## src/design/edwa_pkg.sv

```systemverilog
// shared types and constants of the extremum detector
// no dependencies
`default_nettype none

package edwa_pkg;

	localparam int SampleBits    = 16;
	localparam int PosW          = 16;
	localparam int SumW          = 33;
	localparam int TermW         = SampleBits + 1;
	localparam int AreaW         = 34;
	localparam int MaxLenDefault = 65536;
	localparam int QueueDepth    = 4;

	typedef enum logic [1:0] {
		KIND_START = 2'd0,
		KIND_PEAK  = 2'd1,
		KIND_END   = 2'd2
	} kind_t;

	typedef enum logic [1:0] {
		SLOPE_NONE = 2'd0,
		SLOPE_RISE = 2'd1,
		SLOPE_FALL = 2'd2
	} slope_t;

	// area is rebuilt later as 2*sum + term - base
	typedef struct packed {
		kind_t                         kind;
		logic [PosW-1:0]               position;
		logic signed [SampleBits-1:0]  level;
		logic signed [SumW-1:0]        sum;
		logic signed [TermW-1:0]       term;
		logic signed [SampleBits-1:0]  base;
		logic                          is_max;
		logic                          final_event;
		logic                          error;
	} edwa_event_t;

endpackage

`default_nettype wire

```

## src/design/edwa_front.sv

```systemverilog
// front part: takes samples, tracks slope and emits up to two event requests
// depends on edwa_pkg
`default_nettype none

module edwa_front
	import edwa_pkg::*;
#(
	parameter int MaxLen = MaxLenDefault
) (
	input  wire logic                         clk,
	input  wire logic                         arst_n,
	input  wire logic                         accept,
	input  wire logic signed [SampleBits-1:0] sample,
	input  wire logic                         last,
	output      logic [1:0]                   wr_cnt,
	output      edwa_event_t                  ev0,
	output      edwa_event_t                  ev1
);

	localparam int CntW  = $clog2(MaxLen + 1);
	localparam int WideW = (CntW > PosW) ? CntW : PosW;

	logic [CntW-1:0]              cnt_q;
	logic                         ovf_q;
	logic                         started_q;
	logic                         lastpol_q;
	slope_t                       dir_q;
	logic signed [SampleBits-1:0] first_q;
	logic signed [SampleBits-1:0] prev_q;
	logic signed [SumW-1:0]       sum_q;

	logic              ovf;
	logic              rising;
	logic              falling;
	logic              c_start;
	logic              c_peak;
	logic              c_flat;
	logic              have_pre;
	logic [WideW-1:0]  idx_wide;
	logic [PosW-1:0]   idx_pos;
	edwa_event_t       ev_pre;
	edwa_event_t       ev_end;
	edwa_event_t       ev_err;

	always_comb begin
		ovf      = ovf_q || (cnt_q >= CntW'(MaxLen));
		rising   = sample > prev_q;
		falling  = sample < prev_q;
		c_start  = !started_q && (sample != first_q);
		c_peak   = (rising && dir_q == SLOPE_FALL) || (falling && dir_q == SLOPE_RISE);
		// all samples so far equal the first one
		c_flat   = last && !started_q && !c_start;
		have_pre = c_start || c_peak || c_flat;
		idx_wide = WideW'(cnt_q);
		idx_pos  = idx_wide[PosW-1:0];

		ev_pre.kind        = KIND_START;
		ev_pre.position    = '0;
		ev_pre.level       = first_q;
		ev_pre.sum         = '0;
		ev_pre.term        = TermW'(first_q);
		ev_pre.base        = first_q;
		ev_pre.is_max      = c_start && (sample < first_q);
		ev_pre.final_event = 1'b0;
		ev_pre.error       = 1'b0;
		if (!c_start && c_peak) begin
			ev_pre.kind     = KIND_PEAK;
			ev_pre.position = idx_pos - PosW'(1);
			ev_pre.level    = prev_q;
			ev_pre.sum      = sum_q;
			ev_pre.term     = -TermW'(prev_q);
			ev_pre.is_max   = falling;
		end

		ev_end.kind        = KIND_END;
		ev_end.position    = idx_pos;
		ev_end.level       = sample;
		ev_end.sum         = sum_q;
		ev_end.term        = TermW'(sample);
		ev_end.base        = first_q;
		ev_end.is_max      = have_pre ? !ev_pre.is_max : !lastpol_q;
		ev_end.final_event = 1'b1;
		ev_end.error       = 1'b0;

		ev_err             = '0;
		ev_err.kind        = KIND_END;
		ev_err.final_event = 1'b1;
		ev_err.error       = 1'b1;

		wr_cnt = 2'd0;
		ev0    = ev_err;
		ev1    = ev_end;
		if (accept) begin
			if (ovf || cnt_q == '0) begin
				wr_cnt = last ? 2'd1 : 2'd0;
			end else if (have_pre) begin
				ev0    = ev_pre;
				wr_cnt = last ? 2'd2 : 2'd1;
			end else begin
				ev0    = ev_end;
				wr_cnt = last ? 2'd1 : 2'd0;
			end
		end
	end

	// trace control state
	always_ff @(posedge clk or negedge arst_n) begin
		if (!arst_n) begin
			cnt_q     <= '0;
			ovf_q     <= 1'b0;
			started_q <= 1'b0;
			lastpol_q <= 1'b0;
			dir_q     <= SLOPE_NONE;
		end else if (accept) begin
			if (last) begin
				cnt_q     <= '0;
				ovf_q     <= 1'b0;
				started_q <= 1'b0;
				lastpol_q <= 1'b0;
				dir_q     <= SLOPE_NONE;
			end else if (ovf) begin
				ovf_q <= 1'b1;
			end else if (cnt_q == '0) begin
				cnt_q <= CntW'(1);
			end else begin
				cnt_q     <= cnt_q + CntW'(1);
				started_q <= started_q || c_start;
				if (have_pre)
					lastpol_q <= ev_pre.is_max;
				if (rising)
					dir_q <= SLOPE_RISE;
				else if (falling)
					dir_q <= SLOPE_FALL;
			end
		end
	end

	// sample history, valid only while a trace is open
	always_ff @(posedge clk) begin
		if (accept && !last && !ovf) begin
			if (cnt_q == '0) begin
				first_q <= sample;
				prev_q  <= sample;
				sum_q   <= SumW'(sample);
			end else begin
				prev_q <= sample;
				sum_q  <= sum_q + SumW'(sample);
			end
		end
	end

endmodule

`default_nettype wire

```

## src/design/edwa_queue.sv

```systemverilog
// event queue between front and back; takes up to two requests a cycle
// depends on edwa_pkg
`default_nettype none

module edwa_queue
	import edwa_pkg::*;
(
	input  wire logic        clk,
	input  wire logic        arst_n,
	input  wire logic [1:0]  wr_cnt,
	input  wire edwa_event_t wr0,
	input  wire edwa_event_t wr1,
	output      logic        full,
	input  wire logic        take,
	output      logic        rd_valid,
	output      edwa_event_t rd_data
);

	localparam int PtrW = $clog2(QueueDepth);
	localparam int CntW = $clog2(QueueDepth + 1);

	edwa_event_t      mem [QueueDepth];
	logic [PtrW-1:0]  wp_q;
	logic [PtrW-1:0]  rp_q;
	logic [CntW-1:0]  cnt_q;

	assign full     = cnt_q > CntW'(QueueDepth - 2);
	assign rd_valid = cnt_q != '0;
	assign rd_data  = mem[rp_q];

	always_ff @(posedge clk or negedge arst_n) begin
		if (!arst_n) begin
			wp_q  <= '0;
			rp_q  <= '0;
			cnt_q <= '0;
		end else begin
			wp_q  <= wp_q + PtrW'(wr_cnt);
			rp_q  <= rp_q + PtrW'(take);
			cnt_q <= cnt_q + CntW'(wr_cnt) - CntW'(take);
		end
	end

	always_ff @(posedge clk) begin
		if (wr_cnt != 2'd0)
			mem[wp_q] <= wr0;
		if (wr_cnt == 2'd2)
			mem[wp_q + PtrW'(1)] <= wr1;
	end

endmodule

`default_nettype wire

```

## src/design/edwa_back.sv

```systemverilog
// back part: finishes the area sum and holds the result for the consumer
// depends on edwa_pkg
`default_nettype none

module edwa_back
	import edwa_pkg::*;
(
	input  wire logic                          clk,
	input  wire logic                          arst_n,
	input  wire logic                          q_valid,
	input  wire edwa_event_t                   q_data,
	output      logic                          q_take,
	input  wire logic                          pop,
	output      logic                          empty,
	output      logic [1:0]                    kind,
	output      logic [PosW-1:0]               position,
	output      logic signed [SampleBits-1:0]  level,
	output      logic signed [AreaW-1:0]       area_twice,
	output      logic                          is_max,
	output      logic                          final_event,
	output      logic                          error
);

	logic                    valid_q;
	logic signed [AreaW-1:0] area;

	assign q_take = q_valid && (!valid_q || pop);
	assign empty  = !valid_q;
	assign area   = $signed({q_data.sum, 1'b0}) + AreaW'(q_data.term)
	                - AreaW'(q_data.base);

	always_ff @(posedge clk or negedge arst_n) begin
		if (!arst_n)
			valid_q <= 1'b0;
		else if (q_take)
			valid_q <= 1'b1;
		else if (pop)
			valid_q <= 1'b0;
	end

	always_ff @(posedge clk) begin
		if (q_take) begin
			kind        <= q_data.kind;
			position    <= q_data.position;
			level       <= q_data.level;
			area_twice  <= area;
			is_max      <= q_data.is_max;
			final_event <= q_data.final_event;
			error       <= q_data.error;
		end
	end

endmodule

`default_nettype wire

```

## src/design/extremum_detector_with_area_unit.sv

```systemverilog
// top level of the extremum detector with trapezoid area
// depends on edwa_pkg, edwa_front, edwa_queue, edwa_back
//
//  channel   handshake           payload
//  input     push / full         sample, last
//  result    pop / empty         kind, position, level, area_twice,
//                                is_max, final_event, error
//
// one sample is taken per cycle while full is low; the front part
// classifies it in the cycle it is taken and writes zero, one or two
// event requests to a four-entry queue
// the result register loads one event per cycle while it is empty or
// popped; each event passes through a queue entry and then the result
// register, and the two events of a sample load one after the other
// full rises when fewer than two queue entries are free
// reset clears the trace state, the queue and the result valid flag
`default_nettype none

module extremum_detector_with_area_unit
	import edwa_pkg::*;
#(
	parameter int MaxLen = MaxLenDefault
) (
	input  wire logic                          clk,
	input  wire logic                          arst_n,
	input  wire logic                          push,
	output      logic                          full,
	input  wire logic signed [SampleBits-1:0]  sample,
	input  wire logic                          last,
	output      logic                          empty,
	input  wire logic                          pop,
	output      logic [1:0]                    kind,
	output      logic [PosW-1:0]               position,
	output      logic signed [SampleBits-1:0]  level,
	output      logic signed [AreaW-1:0]       area_twice,
	output      logic                          is_max,
	output      logic                          final_event,
	output      logic                          error
);

	logic        accept;
	logic [1:0]  wr_cnt;
	edwa_event_t ev0;
	edwa_event_t ev1;
	logic        q_take;
	logic        q_valid;
	edwa_event_t q_data;

	// a sample request is taken whenever the queue has room for two events
	assign accept = push && !full;

	// slope tracking, sentinels and overflow handling
	edwa_front #(
		.MaxLen (MaxLen)
	) u_front (
		.clk    (clk),
		.arst_n (arst_n),
		.accept (accept),
		.sample (sample),
		.last   (last),
		.wr_cnt (wr_cnt),
		.ev0    (ev0),
		.ev1    (ev1)
	);

	// decouples the front from result backpressure
	edwa_queue u_queue (
		.clk      (clk),
		.arst_n   (arst_n),
		.wr_cnt   (wr_cnt),
		.wr0      (ev0),
		.wr1      (ev1),
		.full     (full),
		.take     (q_take),
		.rd_valid (q_valid),
		.rd_data  (q_data)
	);

	// area completion and result register
	edwa_back u_back (
		.clk         (clk),
		.arst_n      (arst_n),
		.q_valid     (q_valid),
		.q_data      (q_data),
		.q_take      (q_take),
		.pop         (pop),
		.empty       (empty),
		.kind        (kind),
		.position    (position),
		.level       (level),
		.area_twice  (area_twice),
		.is_max      (is_max),
		.final_event (final_event),
		.error       (error)
	);

endmodule

`default_nettype wire

```

## config.mk

```make
export PLATFORM = sky130hd
export DESIGN_NAME = extremum_detector_with_area_unit
export DESIGN_NICKNAME = d
export VERILOG_FILES = /design/src/design/edwa_pkg.sv /design/src/design/edwa_front.sv /design/src/design/edwa_queue.sv /design/src/design/edwa_back.sv /design/src/design/extremum_detector_with_area_unit.sv
export SDC_FILE = /design/constraint.sdc
export NUM_CORES = 1
export LEC_CHECK = 0
export BUFFER_PORTS_ARGS = -buffer_cell sky130_fd_sc_hd__buf_2
export CAP_MARGIN = 10
export CORE_UTILIZATION = 50
export DETAILED_ROUTE_END_ITERATION = 16
export GPL_TIMING_DRIVEN = 0
export PLACE_DENSITY = 0.66
export SLEW_MARGIN = 20
export SYNTH_ARGS = -nofsm -noshare
export SYNTH_HDL_FRONTEND = slang
export SYNTH_SLANG_ARGS = --single-unit
export TNS_END_PERCENT = 50
```

## constraint.sdc

```tcl
create_clock -name clk -period 14.1 [get_ports clk]
set_input_delay 1.41 -clock clk [delete_from_list [all_inputs] [get_ports clk]]
set_output_delay 1.41 -clock clk [all_outputs]
set_load 0.03 [all_outputs]
```

==> metrics.csv <==
stage,metric,value,unit
drt,DR WL/cell,25.0,um
cells_and_area,ANT cells,0,
clocking,CTS Hold Bufs,0,
pwr,Seq pwr share,0.287,
clocking,TritonCTS clock tree,built,
drt,DR pass1 iterations,8,
pwr,worst vdd ir,0.000141,V
floorplan,number of I/O pins,94,
logic_synthesis,Main synth FF type,edfxtp_1,
placement,Post-DP Area,32500,um2
timing,Final TNS setup,0,ns
worst_setup_path,crit-path max FO,40,
cells_and_area,# fillers,4839,
global_routing,first-pass GRT wire length,129000,um
worst_setup_path,Reg2Reg Launch Point,u_front.first_q[10],
worst_setup_path,crit end category,flop,
logic_synthesis,synthesized instance count,2437,
global_routing,initial antenna violation count,3,
clocking,Worst-Skew Late Latency,0.65,ns
pwr,power per cell area,241,nW/um2
drt,initial DRC count,2667,
logic_synthesis,Mapped Nets,2600,
pwr,part of the power in combinational logic,0.513,
drt,routed vias,21500,
timing,Slew Limit Fails,0,
cells_and_area,P&R area growth vs syn,14.1,%
logic_synthesis,Ys Warns,0,
worst_setup_path,Worst EP required,14.41,ns
clocking,clk slew on worst S/H paths,0.06,ns
pwr,Pint,5.00,mW
worst_setup_path,WP buf/inv,7,
timing,Least-Margin Pin Slew,1.14,ns
cells_and_area,"commonest cells after routing, fill and taps aside","edfxtp_1 (527), a21oi_1 (158), nor2_1 (152)",
floorplan,Core ar.,59500,um2
placement,Placed Cells,3330,
worst_setup_path,CP Launch Type,input port,
logic_synthesis,Post-synth EDFFs,527,
hold_path,Min-Delay Path Class,flop to flop,
cells_and_area,FF+latch area,16800,um2
floorplan,Site Rows,89,
clocking,postcts setup bufs,0,
cells_and_area,Final nets,2782,
run,Max-Cap Viols,0,
drt,DRT antenna net count,0,
global_routing,vias in the first global route,21300,
clocking,post-cts gate resize count,0,
global_routing,largest net degree at the start of global routing,41,
logic_synthesis,Post-synth ARST share,0.0527,
floorplan,Die ar.,61600,um2
timing,Fin. Hold Viols,0,
drt,DRC Markers,0,
timing,fin worst setup slack,6.10,ns
global_routing,"Remaining Overflow, GRT",0,
timing,setup violators final,0,
pwr,total power draw,8.35,mW
worst_setup_path,Worst path slowest cell,nor3_1,
pwr,Switching Share,0.402,
timing,RSZ-0062 raised after global routing,false,
worst_setup_path,Crit path max-delay family,buffers and inverters,
logic_synthesis,Mapped Area,30300,um2
drt,vias per cell,6.25,
placement,pre-CTS setup slack,5.69,ns
cells_and_area,area of the multi-input gates,12500,um2
placement,PortBufs,93,
cells_and_area,fin area,34600,um2
timing,Fmax,0.125,GHz
outcome,outcome,"finished, final reports clean",
clocking,Clock Tree Buf Depth,3,
cells_and_area,Layout Cells excl Fill,3443,
floorplan,Initial Util,0.510,
floorplan,DIE HEIGHT,248,um
logic_synthesis,Synth cell types,79,
worst_setup_path,critical path class,input port to flop,
pwr,Sw Pwr,3.36,mW
timing,clk_skew,0.0270,ns
pwr,Lkg Pwr,13.1,nW
worst_setup_path,arrival time worst endpoint,8.31,ns
logic_synthesis,sequential-to-total area share from yosys stat,0.555,
placement,DP HPWL,62000,um
cells_and_area,layout cells sized above 1,0.143,
pwr,clock power share,0.200,
timing,Slew HR,0.243,
clocking,Clock H-tree levels,2,
hold_path,min-delay src,u_queue.mem[0][101],
worst_setup_path,CP Cell Sequence,buf_2 > ha_1 > nand4_1 > nor3_1 > nand2_1 > o21bai_1 > o211ai_2 > inv_2 > clkbuf_1 > clkbuf_1 > ha_1 > clkbuf_1 > nor2_1 > nor4_1 > o21ai_1 > nor3_1 > or2_4 > buf_16 > buf_16,
cells_and_area,"commonest non-fill, non-tap cell in the layout",edfxtp_1,
timing,Final Critical Period,8.00,ns
global_routing,GRT Total Usage,0.285,
logic_synthesis,Seq cells post-synth,569,
floorplan,die width,248,um
clocking,clock root buffer,clkbuf_16,
clocking,CTS buffer count,60,
worst_setup_path,crit path launch,sample[15],
worst_setup_path,cell repeated most along the worst path,clkbuf_1,
logic_synthesis,Syn Area/Cell,12.4,um2
drt,WL final,86000,um
worst_setup_path,max incr delay on CP,0.64,ns
placement,gpl congestion,0.940,
timing,part of the cycle the worst path needs,0.568,
clocking,clk sinks,569,
## worst paths after layout
path	endpoint	slack (ns)	cells past startpoint
max	u_queue.mem[0][45]	6.10	19
min	u_queue.mem[0][101]	0.46	2
max reg2reg	u_queue.mem[0][45]	6.78	19
min reg2reg	u_queue.mem[0][101]	0.46	2
max in group asynchronous	u_queue.rp_q[0]	12.65	1
min in group asynchronous	u_front.cnt_q[8]	0.89	1
## area by class of cell
type,count,area share
Inverter,133,0.0145
Sequential cell,569,0.486
Clock inverter,43,0.0145
Timing Repair Buffer,120,0.0340
Multi-Input combinational cell,1585,0.360
Clock buffer,70,0.0451
Tap cell,773,0.0280
Buffer,150,0.0180
## Yosys cell counts, types with 30 or more instances
cell / instances / area [um2]
ha_1: 107 / 1340
edfxtp_1: 527 / 15800
xnor2_1: 47 / 412
a21oi_1: 159 / 796
a22o_1: 127 / 1110
clkbuf_1: 99 / 372
a31oi_1: 32 / 200
dfrtp_1: 30 / 751
nor3_1: 70 / 350
o21ai_0: 150 / 751
nor2_1: 153 / 574
nand2_1: 110 / 413
o21a_1: 37 / 278
a21o_1: 62 / 465
nand3_1: 31 / 155
mux4_2: 101 / 2270
and2_1: 137 / 857
fa_1: 35 / 701
inv_1: 132 / 495
## sequential cells by signal (all words and copies together) (netlist names), 2 cells and up
name,cells
u_back.area_twice,34
u_queue.wp_q,2
u_front.sum_q,33
u_queue.mem,404
u_queue.rp_q,2
u_front.prev_q,16
u_back.level,16
u_front.first_q,16
u_front.cnt_q,17
u_front.dir_q,2
u_back.position,16
u_queue.cnt_q,3
## cell families after synthesis
logic type / count (synthesis) / share of synthesized area
xor+xnor: 73 / 0.0211
fa+ha+maj: 142 / 0.0673
simple gates: 619 / 0.104
mux: 105 / 0.0764
compound gates: 646 / 0.140
flops: 569 / 0.555
buf+inv: 283 / 0.0369
## layer usage
layer,vias to the layer above,routed length (um),global-route usage
met4,2,2900,0.102
li1,9580,-,-
met2,1078,40400,0.465
met5,-,13,0
met3,202,7960,0.0537
met1,10700,34800,0.382
## power groups by stage
stage | logic, mW | registers [mW] | clock network [mW]
2_1_floorplan | 2.89 | 2.67 | 0
3_3_place_gp | 4.09 | 2.49 | 0
3_5_place_dp | 4.26 | 2.43 | 0
4_1_cts | 4.28 | 2.40 | 1.69
5_1_grt | 4.72 | 2.43 | 1.75
6_report | 4.28 | 2.40 | 1.67
## worst reg2reg max path, stage by stage, from the launching register on
cell      delay (ns)
edfxtp_1        0.35
inv_1           0.15
ha_1            0.34
nand4_1         0.12
nor2_1          0.38
nand2_1         0.17
o21bai_1        0.53
o211ai_2        0.37
inv_2           0.31
clkbuf_1        0.48
clkbuf_1        0.53
ha_1            0.28
clkbuf_1        0.40
nor2_1          0.16
nor4_1          0.21
o21ai_1         0.33
nor3_1          0.64
or2_4           0.58
buf_16          0.32
buf_16          0.30
## metrics by stage
stage          hold WS, ns  utilization
2_1_floorplan        0.426            -
3_3_place_gp         0.436        0.534
3_5_place_dp         0.445        0.547
4_1_cts              0.454        0.582
5_1_grt              0.485        0.582
6_report             0.463        0.582
No activity file was read; power rests on OpenSTA's default activity.
